===== src/hw/rtl/rwat_pkg.sv =====
// Shared types and constants for the receive window acknowledgement tracker.
// No dependencies; imported by rwat_ram users and the top level.
package rwat_pkg;

  localparam int SLOTS_DEF  = 64;
  localparam int CFG_IDX_W  = 2;
  localparam int CFG_DATA_W = 7;
  localparam int SEQ_W      = 8;
  localparam int DATA_W     = 8;
  localparam int NEXT_W     = 6;

  localparam logic [CFG_IDX_W-1:0] CFG_WINDOW_SIZE  = 2'd0;
  localparam logic [CFG_IDX_W-1:0] CFG_ACTIVE_SLOTS = 2'd1;

  localparam logic [CFG_DATA_W-1:0] WINDOW_SIZE_RST  = 7'd4;
  localparam logic [CFG_DATA_W-1:0] ACTIVE_SLOTS_RST = 7'd64;

  // Sequencer states
  typedef enum logic [2:0] {
    ST_CLEAR,
    ST_IDLE,
    ST_EVAL,
    ST_SCAN,
    ST_DONE
  } rwat_state_t;

endpackage


===== src/hw/rtl/rwat_ram.sv =====
// Generic single-write, single-read RAM with registered read data.
// No dependencies.
module rwat_ram #(
  parameter int WIDTH = 1,
  parameter int DEPTH = 64
) (
  input  logic                     clk,
  input  logic                     we,
  input  logic [$clog2(DEPTH)-1:0] waddr,
  input  logic [WIDTH-1:0]         wdata,
  input  logic [$clog2(DEPTH)-1:0] raddr,
  output logic [WIDTH-1:0]         rdata
);

  logic [WIDTH-1:0] mem [DEPTH];

  always_ff @(posedge clk) begin
    if (we) begin
      mem[waddr] <= wdata;
    end
    rdata <= mem[raddr];
  end

endmodule


===== src/hw/rtl/receive_window_ack_tracker.sv =====
// Receive window acknowledgement tracker (selective repeat receiver side).
// Depends on rwat_pkg and rwat_ram.
//
// Each input transaction is one arrived segment; each produces exactly one
// result transaction. A zero data byte ends the transfer (finished) and
// returns the window to its start. A sequence number at or beyond the active
// slot count is rejected with no change of state. Any other segment marks its
// slot received, then the received map is scanned from the next expected
// number up to the window's upper bound for the first gap; that gap becomes
// next_seq. With no gap the window is flushed and restarts at zero.
// A scanned segment reads the received map RAM one slot at a time through
// its single read port, visiting at most min(window_size, active_slots)
// slots. A result held by out_ready low stalls the block until it is taken.
// Finish and flush add a clearing pass over every slot of that RAM, and after
// reset the block runs the same pass before in_ready rises.
// Configuration writes are taken at any time; a new window size takes effect
// at the next window move, while a new active slot count applies at once to
// the rejection check and the scan limit.
module receive_window_ack_tracker #(
  parameter int SLOTS = rwat_pkg::SLOTS_DEF
) (
  input  logic                            clk,
  input  logic                            rst_n,
  // configuration
  input  logic                            cfg_we,
  input  logic [rwat_pkg::CFG_IDX_W-1:0]  cfg_index,
  input  logic [rwat_pkg::CFG_DATA_W-1:0] cfg_wdata,
  // segment input
  input  logic                            in_valid,
  output logic                            in_ready,
  input  logic [rwat_pkg::SEQ_W-1:0]      in_seq_num,
  input  logic [rwat_pkg::DATA_W-1:0]     in_data_byte,
  // acknowledgement result
  output logic                            out_valid,
  input  logic                            out_ready,
  output logic [rwat_pkg::NEXT_W-1:0]     out_next_seq,
  output logic                            out_window_flushed,
  output logic                            out_finished,
  output logic                            out_seq_rejected
);

  import rwat_pkg::*;

  localparam int IW = $clog2(SLOTS);          // slot index
  localparam int CW = $clog2(SLOTS + 1);      // slot count, 1..SLOTS
  localparam int XW = (CW > SEQ_W) ? CW : SEQ_W;
  localparam int VW = (CW > CFG_DATA_W) ? CW : CFG_DATA_W;
  localparam logic [IW-1:0] LAST_SLOT = IW'(SLOTS - 1);

  // Clamp a register value to 1..SLOTS
  function automatic logic [CW-1:0] clamp_f(input logic [CFG_DATA_W-1:0] v);
    logic [VW-1:0] ve;
    ve = VW'(v);
    if (ve == '0) begin
      clamp_f = CW'(1);
    end else if (ve > VW'(SLOTS)) begin
      clamp_f = CW'(SLOTS);
    end else begin
      clamp_f = ve[CW-1:0];
    end
  endfunction

  // Upper window bound: min(ne - 1 + w, a - 1)
  function automatic logic [IW-1:0] bound_f(input logic [IW-1:0] ne,
                                            input logic [CW-1:0] w,
                                            input logic [CW-1:0] a);
    logic [CW:0] sum;
    logic [CW:0] am1;
    sum = (CW+1)'(ne) + (CW+1)'(w) - (CW+1)'(1);
    am1 = (CW+1)'(a) - (CW+1)'(1);
    if (sum < (CW+1)'(a)) begin
      bound_f = sum[IW-1:0];
    end else begin
      bound_f = am1[IW-1:0];
    end
  endfunction

  rwat_state_t state_r, state_nxt;

  logic [CFG_DATA_W-1:0] win_r, act_r;
  logic [IW-1:0]         clr_r, clr_nxt;
  logic [SEQ_W-1:0]      seq_r, seq_nxt;
  logic [DATA_W-1:0]     data_r, data_nxt;
  logic [IW-1:0]         ne_r, ne_nxt;       // next expected; last in-order is ne - 1
  logic [IW-1:0]         laf_r, laf_nxt;     // last acceptable frame
  logic [CW-1:0]         pos_r, pos_nxt;     // scan issue pointer
  logic [IW-1:0]         chk_r, chk_nxt;     // slot whose read is in flight
  logic                  pend_r, pend_nxt;
  logic                  flush_r, flush_nxt;
  logic                  fin_r, fin_nxt;
  logic                  rej_r, rej_nxt;

  logic                  out_valid_r, out_valid_nxt;
  logic [NEXT_W-1:0]     out_next_r, out_next_nxt;
  logic                  out_flush_r, out_flush_nxt;
  logic                  out_fin_r, out_fin_nxt;
  logic                  out_rej_r, out_rej_nxt;

  logic [CW-1:0]         w_c, a_c;
  logic [XW-1:0]         seq_ext;
  logic                  seq_big;
  logic                  in_rng;
  logic                  found;
  logic                  out_free;
  logic [IW+NEXT_W-1:0]  ne_wide;

  logic                  ram_we;
  logic [IW-1:0]         ram_waddr;
  logic                  ram_wdata;
  logic                  ram_rdata;

  // received map: one bit per slot
  rwat_ram #(
    .WIDTH (1),
    .DEPTH (SLOTS)
  ) u_map (
    .clk   (clk),
    .we    (ram_we),
    .waddr (ram_waddr),
    .wdata (ram_wdata),
    .raddr (pos_r[IW-1:0]),
    .rdata (ram_rdata)
  );

  assign w_c      = clamp_f(win_r);
  assign a_c      = clamp_f(act_r);
  assign seq_ext  = XW'(seq_r);
  assign seq_big  = (seq_ext >= XW'(a_c));
  // shared compare unit for the scan: pointer inside window and active slots
  assign in_rng   = (pos_r <= CW'(laf_r)) && (pos_r < a_c);
  assign found    = pend_r && !ram_rdata;
  assign out_free = !out_valid_r || out_ready;
  assign ne_wide  = (IW+NEXT_W)'(ne_r);

  // next state
  always_comb begin
    state_nxt = state_r;
    case (state_r)
      ST_CLEAR: begin
        if (clr_r == LAST_SLOT) state_nxt = ST_IDLE;
      end
      ST_IDLE: begin
        if (in_valid) state_nxt = ST_EVAL;
      end
      ST_EVAL: begin
        if (data_r == '0 || seq_big) state_nxt = ST_DONE;
        else state_nxt = ST_SCAN;
      end
      ST_SCAN: begin
        if (found || !in_rng) state_nxt = ST_DONE;
      end
      ST_DONE: begin
        if (out_free) state_nxt = (flush_r || fin_r) ? ST_CLEAR : ST_IDLE;
      end
      default: state_nxt = ST_CLEAR;
    endcase
  end

  // datapath and outputs
  always_comb begin
    clr_nxt       = clr_r;
    seq_nxt       = seq_r;
    data_nxt      = data_r;
    ne_nxt        = ne_r;
    laf_nxt       = laf_r;
    pos_nxt       = pos_r;
    chk_nxt       = chk_r;
    pend_nxt      = pend_r;
    flush_nxt     = flush_r;
    fin_nxt       = fin_r;
    rej_nxt       = rej_r;
    out_valid_nxt = out_valid_r && !out_ready;
    out_next_nxt  = out_next_r;
    out_flush_nxt = out_flush_r;
    out_fin_nxt   = out_fin_r;
    out_rej_nxt   = out_rej_r;
    ram_we        = 1'b0;
    ram_waddr     = clr_r;
    ram_wdata     = 1'b0;

    case (state_r)
      ST_CLEAR: begin
        ram_we  = 1'b1;
        clr_nxt = clr_r + IW'(1);
      end
      ST_IDLE: begin
        seq_nxt  = in_seq_num;
        data_nxt = in_data_byte;
      end
      ST_EVAL: begin
        flush_nxt = 1'b0;
        fin_nxt   = 1'b0;
        rej_nxt   = 1'b0;
        pend_nxt  = 1'b0;
        pos_nxt   = CW'(ne_r);
        if (data_r == '0) begin
          // end of transfer: back to the start of the window
          fin_nxt = 1'b1;
          ne_nxt  = '0;
          laf_nxt = bound_f('0, w_c, a_c);
        end else if (seq_big) begin
          rej_nxt = 1'b1;
        end else begin
          ram_we    = 1'b1;
          ram_waddr = seq_ext[IW-1:0];
          ram_wdata = 1'b1;
        end
      end
      ST_SCAN: begin
        if (found) begin
          ne_nxt  = chk_r;
          laf_nxt = bound_f(chk_r, w_c, a_c);
        end else if (!in_rng) begin
          // no gap in the window
          flush_nxt = 1'b1;
          ne_nxt    = '0;
          laf_nxt   = bound_f('0, w_c, a_c);
        end else begin
          chk_nxt  = pos_r[IW-1:0];
          pos_nxt  = pos_r + CW'(1);
          pend_nxt = 1'b1;
        end
      end
      ST_DONE: begin
        if (out_free) begin
          out_valid_nxt = 1'b1;
          out_next_nxt  = ne_wide[NEXT_W-1:0];
          out_flush_nxt = flush_r;
          out_fin_nxt   = fin_r;
          out_rej_nxt   = rej_r;
          clr_nxt       = '0;
        end
      end
      default: ;
    endcase
  end

  always_ff @(posedge clk) begin
    if (!rst_n) begin
      state_r     <= ST_CLEAR;
      clr_r       <= '0;
      win_r       <= WINDOW_SIZE_RST;
      act_r       <= ACTIVE_SLOTS_RST;
      ne_r        <= '0;
      laf_r       <= bound_f('0, clamp_f(WINDOW_SIZE_RST), clamp_f(ACTIVE_SLOTS_RST));
      pend_r      <= 1'b0;
      flush_r     <= 1'b0;
      fin_r       <= 1'b0;
      out_valid_r <= 1'b0;
    end else begin
      state_r     <= state_nxt;
      clr_r       <= clr_nxt;
      ne_r        <= ne_nxt;
      laf_r       <= laf_nxt;
      pend_r      <= pend_nxt;
      flush_r     <= flush_nxt;
      fin_r       <= fin_nxt;
      out_valid_r <= out_valid_nxt;
      if (cfg_we && cfg_index == CFG_WINDOW_SIZE) win_r <= cfg_wdata;
      if (cfg_we && cfg_index == CFG_ACTIVE_SLOTS) act_r <= cfg_wdata;
    end
  end

  // payload registers
  always_ff @(posedge clk) begin
    seq_r       <= seq_nxt;
    data_r      <= data_nxt;
    pos_r       <= pos_nxt;
    chk_r       <= chk_nxt;
    rej_r       <= rej_nxt;
    out_next_r  <= out_next_nxt;
    out_flush_r <= out_flush_nxt;
    out_fin_r   <= out_fin_nxt;
    out_rej_r   <= out_rej_nxt;
  end

  assign in_ready           = (state_r == ST_IDLE);
  assign out_valid          = out_valid_r;
  assign out_next_seq       = out_next_r;
  assign out_window_flushed = out_flush_r;
  assign out_finished       = out_fin_r;
  assign out_seq_rejected   = out_rej_r;

  // at most one status flag per result
  a_one_flag: assert property (@(posedge clk) disable iff (!rst_n)
    out_valid |-> $countones({out_window_flushed, out_finished, out_seq_rejected}) <= 1)
    else $error("more than one status flag in a result");

  // one segment in work at a time
  a_busy_after_accept: assert property (@(posedge clk) disable iff (!rst_n)
    (in_valid && in_ready) |=> !in_ready)
    else $error("ready high right after an accepted segment");

  // next expected never lies above the window bound
  a_window_order: assert property (@(posedge clk) disable iff (!rst_n)
    ne_r <= laf_r)
    else $error("next expected beyond last acceptable frame");

  // finish and flush restart the window at zero
  a_restart_zero: assert property (@(posedge clk) disable iff (!rst_n)
    (out_valid && (out_finished || out_window_flushed)) |-> out_next_seq == '0)
    else $error("window not restarted at zero");

endmodule


===== config.mk =====
export PLATFORM = sky130hd
export DESIGN_NAME = receive_window_ack_tracker
export DESIGN_NICKNAME = d
export VERILOG_FILES = /design/src/hw/rtl/rwat_pkg.sv /design/src/hw/rtl/rwat_ram.sv /design/src/hw/rtl/receive_window_ack_tracker.sv
export SDC_FILE = /design/constraint.sdc
export NUM_CORES = 1
export LEC_CHECK = 0
export BUFFER_PORTS_ARGS = -buffer_cell sky130_fd_sc_hd__buf_2
export CAP_MARGIN = 20
export CORE_MARGIN = 2
export CORE_UTILIZATION = 60
export CTS_BUF_LIST = sky130_fd_sc_hd__clkbuf_8
export CTS_CLUSTER_DIAMETER = 150
export DETAILED_ROUTE_END_ITERATION = 10
export PLACE_DENSITY = 0.78
export SLEW_MARGIN = 10
export SYNTH_ARGS = -nofsm -noshare
export SYNTH_HDL_FRONTEND = slang
export SYNTH_SLANG_ARGS = --single-unit

===== constraint.sdc =====
create_clock -name clk -period 5.5 [get_ports clk]
set_input_delay 1.1 -clock clk [delete_from_list [all_inputs] [get_ports clk]]
set_output_delay 1.1 -clock clk [all_outputs]
set_load 0.02 [all_outputs]

[Yosys cells after proc, flatten, opt, wreduce, memory -nomap -nowiden]
Memories as Yosys holds them, arrays and structs flattened. A register that Yosys moved wholly into a read port is not among the register bits.
Index checks and enable logic that the tools add are counted.
Operators by class
  $add $sub $neg: 6
  order comparisons: 7
  equal/unequal tests: 15
  muxes and demuxes: 45
  bitwise gates (word level): 1
  reductions and logical operators: 27
Operators by type and width (number)
  6-bit two-way mux: 12
  7-bit two-way mux: 6
  6-bit case mux with 2 select lines: 3
  8-bit by 7-bit less-than comparator with 1-bit output: 2
  2-bit != test (second input constant): 8
  3-bit two-way mux: 5
  3-bit case mux with 5 select lines: 1
  7-bit > comparator (second input constant): 2
  7-bit zero test: 2
  1-bit two-way mux: 14
  7-bit case mux with 2 select lines: 1
  3-bit AND reduction: 4
  6-bit by 7-bit adder with 8-bit output: 1
  8-bit by 7-bit greater-or-equal comparator with 1-bit output: 1
  8-bit zero test: 1
  7-bit by 1-bit subtractor with 8-bit output (second input constant): 1
  8-bit by 1-bit subtractor with 8-bit output (second input constant): 1
  7-bit by 1-bit adder with 7-bit output (second input constant): 1
  7-bit by 6-bit less-or-equal comparator with 1-bit output: 1
  7-bit less-than comparator: 1
  6-bit by 1-bit adder with 6-bit output (second input constant): 1
  3-bit by 2-bit equality test with 1-bit output (second input constant): 2
  6-bit equality test (second input constant): 1
  1-bit case mux with 2 select lines: 3
  14 further kinds: 26
Storage, ports and cells
  flip-flop bits (word level): 78
  RAM bits: 64
  output and inout bits: 11
  memories: 1
Memories
  u_map.mem: words 64, width 1, read ports 1, clocked after Yosys merged registers in 1, write ports 1, line rwat_ram.sv:15  | logic [WIDTH-1:0] mem [DEPTH];

[Longest topological paths before layout]
Gate-level depths: netlist (run 1).
  depth after elaboration: 9
  gate-level depth with buffers: 19
  depth with buffers taken out: 18

[Hierarchy]
From an unflattened synthesis (run 1), not the netlist that was laid out.
Unflattened totals
  cell total of the unflattened synthesis: 674
  area, all modules: 7504.7 um^2
Modules (own cells, without submodules)
  receive_window_ack_tracker: times used 1, cells an instance 470, area each 4590.7 um^2, sequential area each 1951.9 um^2
  rwat_ram: times used 1, cells an instance 204, area each 2914.0 um^2, sequential area each 1941.9 um^2

[Worst setup path after synthesis (run 1)]
Ideal clock, no wire load.
  path type: flip-flop to flip-flop
  from: register win_r[2]
  to: register laf_r[5]
  arrival: 3.776 ns
  slack: 1.602 ns
  stages on the path, launching flop included: 18
  path buffers: 0
  clock period less this slack: 3.898 ns
  path through: dfxtp_1 or4_1 a2bb2oi_1 ha_1 inv_1 ha_1 inv_1 fa_1 nand2b_1 nand2b_1 nand2_1 a21oi_1 ha_1 a21o_1 a211oi_1 a22oi_2 o311a_1 o311a_1
On the way
  cells in the longest elaborated chain, start to end: 9
  elaborated cells on any way between the ends: 15
  classes of those cells: add/sub: 3; order compare: 3; mux: 8; reduce/logical: 1
Ends and longest elaborated chain
  from (decl): line receive_window_ack_tracker.sv:80  | logic [CFG_DATA_W-1:0] win_r, act_r;
  from (signal assigned): line receive_window_ack_tracker.sv:259  | if (cfg_we && cfg_index == CFG_WINDOW_SIZE) win_r <= cfg_wdata;
  7-bit > comparator: line receive_window_ack_tracker.sv:56  | end else if (ve > VW'(SLOTS)) begin
  7-bit two-way mux: line receive_window_ack_tracker.sv:56
  7-bit two-way mux (*): line receive_window_ack_tracker.sv:54  | if (ve == '0) begin
  6-bit by 7-bit adder with 8-bit output / 7-bit by 1-bit subtractor with 8-bit output (equally long branches): line receive_window_ack_tracker.sv:69  | sum = (CW+1)'(ne) + (CW+1)'(w) - (CW+1)'(1);
  8-bit by 1-bit subtractor with 8-bit output / 8-bit by 7-bit less-than comparator with 1-bit output (equally long branches): line receive_window_ack_tracker.sv:69, receive_window_ack_tracker.sv:71
  8-bit by 7-bit less-than comparator with 1-bit output / 6-bit two-way mux (equally long branches): line receive_window_ack_tracker.sv:71  | if (sum < (CW+1)'(a)) begin
  6-bit two-way mux, on equally long branches: line receive_window_ack_tracker.sv:71, receive_window_ack_tracker.sv:213
  6-bit two-way mux: line receive_window_ack_tracker.sv:210  | if (found) begin
  6-bit case mux with 2 select lines (*): line receive_window_ack_tracker.sv:181  | case (state_r)
  to (signal assigned): line receive_window_ack_tracker.sv:245  | laf_r <= bound_f('0, clamp_f(WINDOW_SIZE_RST), clamp_f(ACTIVE_SLOTS_RST));
  to (signal assigned): line receive_window_ack_tracker.sv:254  | laf_r <= laf_nxt;
  to (decl): line receive_window_ack_tracker.sv:85  | logic [IW-1:0] laf_r, laf_nxt;
Every way passes the cells marked *; elsewhere a longest branch is shown, timed or not. The select of a mux whose other input is x is not followed.
A chain may end at the register's enable or synchronous reset.

[Worst setup path after layout (run 1)]
  from: register win_r[3]
  to: register laf_r[0]
The elaborated chain is that of the path after synthesis.

==> results of run 1 <==
-- power groups by stage --
stage,Clock (W),Combinational [W],Sequential (W)
finish,0.000926,0.000699,0.00137
global route,0.000981,0.000765,0.00139
CTS,0.000933,0.000685,0.00137
detailed placement,0,0.000680,0.00140
global placement,0,0.000662,0.00139
floorplan,0,0.000525,0.00135
-- logic make-up after synthesis --
| kind of cell | share of synthesized area, % |
|---|---|
| multiplexers | 9.655 |
| buffers and inverters | 3.623 |
| AND/OR/NAND/NOR | 15.22 |
| AO/OA/AOI/OAI | 12.07 |
| XOR/XNOR | 1.245 |
| adder cells (fa/ha/maj) | 7.860 |
| flip-flops | 50.33 |
-- cells in the final DEF, fill, tap and decap left out, types with 15 or more instances in the layout --
cell type	count
edfxtp_1	103
nor2_1	82
nand2_1	49
ha_1	47
inv_1	44
nor3_1	41
dfxtp_1	40
buf_2	40
a21oi_1	33
o21ai_0	29
mux4_2	21
clkbuf_8	19
mux2i_1	17
nand3_1	15
-- layer usage --
metal	GRT usage [%]	vias up	wire (microns)	part of all wire, %
met1	35.99	2709	7471	43
met2	38.67	254	7947	46
met4	13.55	0	448	2.6
li1	-	2669	-	-
met3	5.911	44	1392	8.1
met5	0	-	0	0
-- worst max path at each step --
stage / startpoint / end / slack, ns / depth (start not counted)
floorplan: win_r[2] / laf_r[5] / 1.60 / 17
global placement: win_r[2] / laf_r[0] / 1.41 / 18
detailed placement: win_r[2] / laf_r[0] / 1.32 / 18
CTS: win_r[2] / laf_r[0] / 1.31 / 18
global route: win_r[2] / laf_r[2] / 1.00 / 18
finish: win_r[3] / laf_r[0] / 1.27 / 17
-- state kept, by name, indices dropped and copies added (netlist names), 3 cells and up --
name,cells
clr_r,6
ne_r,6
win_r,7
chk_r,6
pos_r,7
state_r,3
u_map.mem,64
act_r,7
data_r,8
laf_r,6
out_next_seq,6
seq_ext,8
-- critical path, delay by kind of cell, from the launching register on --
kind	cells	cell delay, ns
simple gates	3	1.00
fa+ha+maj	4	1.07
compound gates	8	1.58
buf+inv	2	0.10
flops	1	0.37
-- through the flow --
step                      cells  instance area, sq um
after floorplan             695                  7736
after global placement      885                  8074
after detailed placement    885                  8074
after CTS                   917                  8518
after global routing        919                  8557
final                       919                  8557
-- cell type report --
class / count / area (sq um)
Multi-Input combinational cell: 481 / 3562
Fill cell: 944 / 4063
Clock inverter: 13 / 182.7
Inverter: 44 / 165.2
Tap cell: 172 / 215.2
Sequential cell: 143 / 3894
Timing Repair Buffer: 47 / 276.5
Clock buffer: 19 / 261.5
==> insert_results.sql, run 1 <==
INSERT INTO impl_metrics (metric_group, metric, value, unit) VALUES
('floorplanning', 'die_x', '117.6', 'microns'),
('pwr', 'power_switching_share', '31.53', '%'),
('routing', 'initialDrtViolationCount', '463', ''),
('timing', 'final.setup.worst_slack', '1.270', 'ns'),
('cts', 'cts_buffers', '17', ''),
('place', 'io_buffers', '40', ''),
('grt', 'vias_in_the_first_global_route', '5545', ''),
('setup_path', 'worst_r2r_path_depth', '17', ''),
('hold_path', 'worst_hold_path.num_cells', '0', ''),
('setup_path', 'end_kind', 'flip-flop', ''),
('routing', 'drt_pass1_iterations', '7', ''),
('hold_path', 'hold_class', 'flip-flop to flip-flop', ''),
('timing', 'max_slew_margin', '28.05', '%'),
('cts', 'holdBufCountCts', '0', ''),
('layout', 'area_growth', '10.61', '%'),
('cts', 'cts.repair_timing.setup_buffer_count', '0', ''),
('layout', 'num_antenna_cells', '0', ''),
('timing', 'final_report_max_slew_violation_count', '0', ''),
('setup_path', 'cp_max_fo', '9', ''),
('routing', 'routed_length_per_instance', '18.78', 'microns'),
('cts', 'clock_pin_slew_on_the_worst_setup_and_hold_paths', '0.08', 'ns'),
('hold_path', 'whs_endpoint', 'out_seq_rejected', ''),
('cts', 'cts_repair_resize_count', '0', ''),
('yosys', 'synth_async_sr_flop_share', '0', '%'),
('timing', 'rsz0062_at_grt', 'false', ''),
('layout', 'layout-drive-gt1-share', '16.20', '%'),
('yosys', 'synth_enable_flop_cells', '103', ''),
('place', 'place_hpwl', '12210', 'microns'),
('timing', 'timing.setup.tns', '0', 'ns'),
('setup_path', 'worst-setup-path-type', 'flip-flop to flip-flop', ''),
('pwr', 'p_leak', '3.177', 'nW'),
('setup_path', 'crit_path_frequent_cell', 'ha_1', ''),
('place', 'place_ws', '1.318', 'ns'),
('setup_path', 'critPathMaxStageDelay', '0.53', 'ns'),
('floorplanning', 'top_level_ports', '41', ''),
('pwr', 'peakVddDrop', '0.3058', 'mV'),
('timing', 'finalHoldViolCount', '0', ''),
('floorplanning', 'starting_utilization_of_the_core_area', '61.30', '%'),
('yosys', 'yosysWarnings', '0', ''),
('floorplanning', 'fp.coreArea', '12620', 'sq um'),
('pwr', 'share_seq_of_total_power', '45.8', '%'),
('floorplanning', 'die_height', '117.6', 'microns'),
('yosys', 'postSynthAreaPerCell', '11.13', 'sq um'),
('routing', 'via_count', '5676', ''),
('yosys', 'synthesis.instances', '695', ''),
('pwr', 'intPower', '0.002054', 'W'),
('place', 'gp_routability_congestion', '0.9979', ''),
('layout', 'fin_nets', '812', ''),
('yosys', 'yosys-top-cells-area', 'edfxtp_1, dfxtp_1, ha_1, mux4_2, nor2_1', ''),
('setup_path', 'rr_startpoint', 'win_r[3]', ''),
('yosys', 'yosysMostFrequentCell', 'edfxtp_1', ''),
('timing', 'fin_worst_skew', '0.01121', 'ns'),
('pwr', 'netSwitchingPower', '0.0009456', 'W'),
('yosys', 'ys_dominant_reg_cell', 'edfxtp_1', ''),
('timing', 'holdWs', '0.4227', 'ns'),
('cts', 'root_buffer', 'clkbuf_8', ''),
('yosys', 'yosysTopAreaCellShare', '39.98', '%'),
('setup_path', 'regToRegSetupSlack', '1.27', 'ns'),
('grt', 'grt_pass1_wl', '27960', 'microns'),
('yosys', 'synth.yosys.seq_area_share', '50.33', '%'),
('timing', 'layout_min_cycle_time', '4.230', 'ns'),
('outcome', 'outcome', 'completed', ''),
('routing', 'drc_errors', '0', ''),
('grt', 'overall_global_routing_resource_usage', '26.03', '%'),
('setup_path', 'worstReg2RegEnd', 'laf_r[0]', ''),
('yosys', 'ys_ff_latch', '143', ''),
('setup_path', 'timing.critical_path.required', '5.84', 'ns'),
('timing', 'setup_viol', '0', ''),
('yosys', 'synthesis.nets', '773', ''),
('cts', 'clk_lat_worst_skew', '0.45', 'ns'),
('timing', 'worstMarginPinSlew', '1.049', 'ns');
No activity file was read; power rests on OpenSTA's default activity.
==> inputs of run 2 (changes only) <==
--- a/config.mk
+++ b/config.mk
@@ -8,11 +8,11 @@
 export BUFFER_PORTS_ARGS = -buffer_cell sky130_fd_sc_hd__buf_2
 export CAP_MARGIN = 20
 export CORE_MARGIN = 2
-export CORE_UTILIZATION = 60
+export CORE_UTILIZATION = 58
 export CTS_BUF_LIST = sky130_fd_sc_hd__clkbuf_8
 export CTS_CLUSTER_DIAMETER = 150
 export DETAILED_ROUTE_END_ITERATION = 10
-export PLACE_DENSITY = 0.78
+export PLACE_DENSITY = 0.79
 export SLEW_MARGIN = 10
 export SYNTH_ARGS = -nofsm -noshare
 export SYNTH_HDL_FRONTEND = slang
==> constraint.sdc (replaced) <==
create_clock -name clk -period 3.67 [get_ports clk]
set_input_delay 0.734 -clock clk [delete_from_list [all_inputs] [get_ports clk]]
set_output_delay 0.734 -clock clk [all_outputs]
set_load 0.02 [all_outputs]
==> insert_results.sql, run 2 (same netlist as run 1, synthesis figures left out) <==
INSERT INTO impl_metrics (metric_group, metric, value, unit) VALUES
('pwr', 'power_per_cell_area', '497.4', 'nW/um^2'),
('pwr', 'peakVddDrop', '0.4360', 'mV'),
('cts', 'root_buffer', 'clkbuf_8', ''),
('layout', 'n_fill_cell', '987', ''),
('layout', 'layout.cells.most_common', 'edfxtp_1', ''),
('routing', 'routed_length_per_instance', '18.82', 'microns'),
('grt', 'grt_antenna_before_repair', '0', ''),
('timing', 'max_slew_margin', '22.69', '%'),
('timing', 'worstMarginPinSlew', '1.154', 'ns'),
('hold_path', 'worst_hold_path.num_cells', '1', ''),
('routing', 'drt_pass1_iterations', '5', ''),
('cts', 'cts_buffers', '17', ''),
('setup_path', 'end_kind', 'flip-flop', ''),
('place', 'io_buffers', '40', ''),
('layout', 'postLayoutCellArea', '8837', 'sq um'),
('floorplanning', 'top_level_ports', '41', ''),
('timing', 'holdWs', '0.4514', 'ns'),
('floorplanning', 'fp.coreArea', '13140', 'sq um'),
('pwr', 'total_power', '0.004396', 'W'),
('floorplanning', 'starting_utilization_of_the_core_area', '58.89', '%'),
('setup_path', 'cp-start-kind', 'flip-flop', ''),
('layout', 'utilization', '67.27', '%'),
('grt', 'vias_in_the_first_global_route', '5741', ''),
('layout', 'num_antenna_cells', '0', ''),
('timing', 'fin_worst_skew', '0.007945', 'ns'),
('cts', 'ctsLongestPathBuffers', '2', ''),
('setup_path', 'rr_startpoint', 'win_r[5]', ''),
('layout', 'layout-drive-gt1-share', '21.81', '%'),
('layout', 'fin_nets', '849', ''),
('hold_path', 'hold_class', 'input port to flip-flop', ''),
('timing', 'maxClockFrequency', '257.1', 'MHz'),
('pwr', 'p_leak', '3.318', 'nW'),
('layout', 'multi_input_area', '3642', 'sq um'),
('layout', 'top_register', 'u_map.mem', ''),
('routing', 'via_count', '5835', ''),
('floorplanning', 'design.die.area', '14280', 'sq um'),
('layout', 'final-seq-area', '3896', 'sq um'),
('grt', 'gr-total-overflow', '0', ''),
('place', 'detailed_place.area', '8362', 'sq um'),
('routing', 'drc_errors', '0', ''),
('timing', 'rsz0062_at_grt', 'true', ''),
('hold_path', 'hold_start', 'in_seq_num[7]', ''),
('timing', 'layout_min_cycle_time', '3.890', 'ns'),
('routing', 'antenna_left', '0', ''),
('cts', 'clkSinkCount', '143', ''),
('floorplanning', 'die_height', '119.5', 'microns'),
('cts', 'clock_pin_slew_on_the_worst_setup_and_hold_paths', '0.08', 'ns'),
('grt', 'grt_pass1_wl', '29060', 'microns'),
('layout', 'area_growth', '14.23', '%'),
('timing', 'final.setup.worst_slack', '-0.2201', 'ns'),
('timing', 'setup_viol', '6', ''),
('job', 'timing.max_cap.violations', '0', ''),
('timing', 'finalHoldViolCount', '0', ''),
('cts', 'clk_lat_worst_skew', '0.45', 'ns'),
('outcome', 'violations', 'negative setup slack', ''),
('grt', 'overall_global_routing_resource_usage', '26.62', '%'),
('setup_path', 'regToRegSetupSlack', '-0.22', 'ns'),
('floorplanning', 'die_x', '119.5', 'microns'),
('cts', 'tritoncts', 'built', ''),
('place', 'place_hpwl', '12950', 'microns'),
('cts', 'holdBufCountCts', '0', ''),
('setup_path', 'arrival', '4.23', 'ns'),
('setup_path', 'timing.critical_path.required', '4.01', 'ns'),
('floorplanning', 'rows', '42', ''),
('layout', 'largest_register_ffs', '64', ''),
('routing', 'avgViaCountPerCell', '6.078', ''),
('setup_path', 'worst_r2r_path_depth', '18', ''),
('place', 'gp_routability_congestion', '0.9315', ''),
('timing', 'timing.setup.tns', '-1.087', 'ns'),
('routing', 'initialDrtViolationCount', '390', ''),
('outcome', 'outcome', 'complete, but fails checks', ''),
('setup_path', 'worstReg2RegEnd', 'laf_r[0]', ''),
('layout', 'layout_common_cells', 'edfxtp_1, nor2_1, nand2_1', ''),
('grt', 'largest_net_degree_at_the_start_of_global_routing', '37', ''),
('cts', 'cts.htree.levels', '4', ''),
('setup_path', 'worst-setup-path-type', 'flip-flop to flip-flop', ''),
('timing', 'final_report_max_slew_violation_count', '0', ''),
('setup_path', 'cp_max_fo', '5', ''),
('timing', 'fin_crit_sh', '106.0', '%'),
('routing', 'finalWirelength', '18070', 'microns'),
('hold_path', 'whs_endpoint', 'seq_ext[7]', '');
## run 2: cell types whose count changed in the layout (fill, tap and decap cells not counted), moves of 3 or more
cell       before  now
bufinv_16       4    1
clkinv_1        0    3
buf_4           5   42
inv_1          44   41
a21oi_2         0    3
a21oi_1        33   30
## run 2: layout make-up
cell class	instances	share of cell area, %
sequential	143	44.09
timing repair buffer	83	6.145
inverter	44	1.869
clock inverter	15	1.543
multi-input combinational	482	41.21
clock buffer	17	2.648
tap	176	2.492
## run 2: what timing repair did
action	CTS	global route
buffers inserted	1	5
endpoints found under the setup margin	6	40
cloned	1	0
pin swaps	7	4
gates resized for setup	10	0
## run 2: through the flow
step,instances,setup slack (ns)
finish,960,-0.2201
global route,960,-0.4346
CTS,954,-0.1891
detailed placement,920,-0.2606
global placement,920,-0.09079
floorplan,695,0.01113
## run 2: where the power goes
group / internal [W] / leakage (nW) / switching (W)
Clock: 0.000545 / 0.184 / 0.000650
Combinational: 0.000461 / 1.87 / 0.000701
Sequential: 0.00190 / 1.26 / 0.000136
Total: 0.00291 / 3.32 / 0.00149
## run 2: metal layers
| layer | up-vias | track usage [%] | wire (microns) |
|---|---|---|---|
| met5 | - | 0 | 0 |
| met4 | 0 | 10.51 | 482 |
| met3 | 38 | 6.844 | 1099 |
| met2 | 203 | 44.61 | 8977 |
| met1 | 2841 | 33.17 | 7507 |
| li1 | 2753 | - | - |
## run 2: worst max-delay path: stages (launching register included)
cell,delay (ns)
dfxtp_2,0.33
or4_4,0.55
a2bb2oi_4,0.16
ha_2,0.17
inv_2,0.06
ha_4,0.13
inv_2,0.03
fa_2,0.33
nand2b_4,0.16
nand2b_1,0.08
nand2_1,0.07
a21oi_2,0.17
ha_1,0.27
a21o_1,0.21
a211oi_2,0.26
a22oi_2,0.16
nor3_2,0.22
a22oi_1,0.12
a311o_1,0.32
## run 2: worst max path at each step
stage / slack (ns) / endpoint / from / cells past startpoint
3_5_place_dp: -0.26 / laf_r[0] / win_r[5] / 17
3_3_place_gp: -0.09 / laf_r[5] / win_r[5] / 17
6_report: -0.22 / laf_r[0] / win_r[5] / 18
4_1_cts: -0.19 / laf_r[5] / win_r[5] / 17
2_1_floorplan: 0.01 / laf_r[5] / win_r[5] / 17
5_1_grt: -0.43 / laf_r[0] / win_r[5] / 18
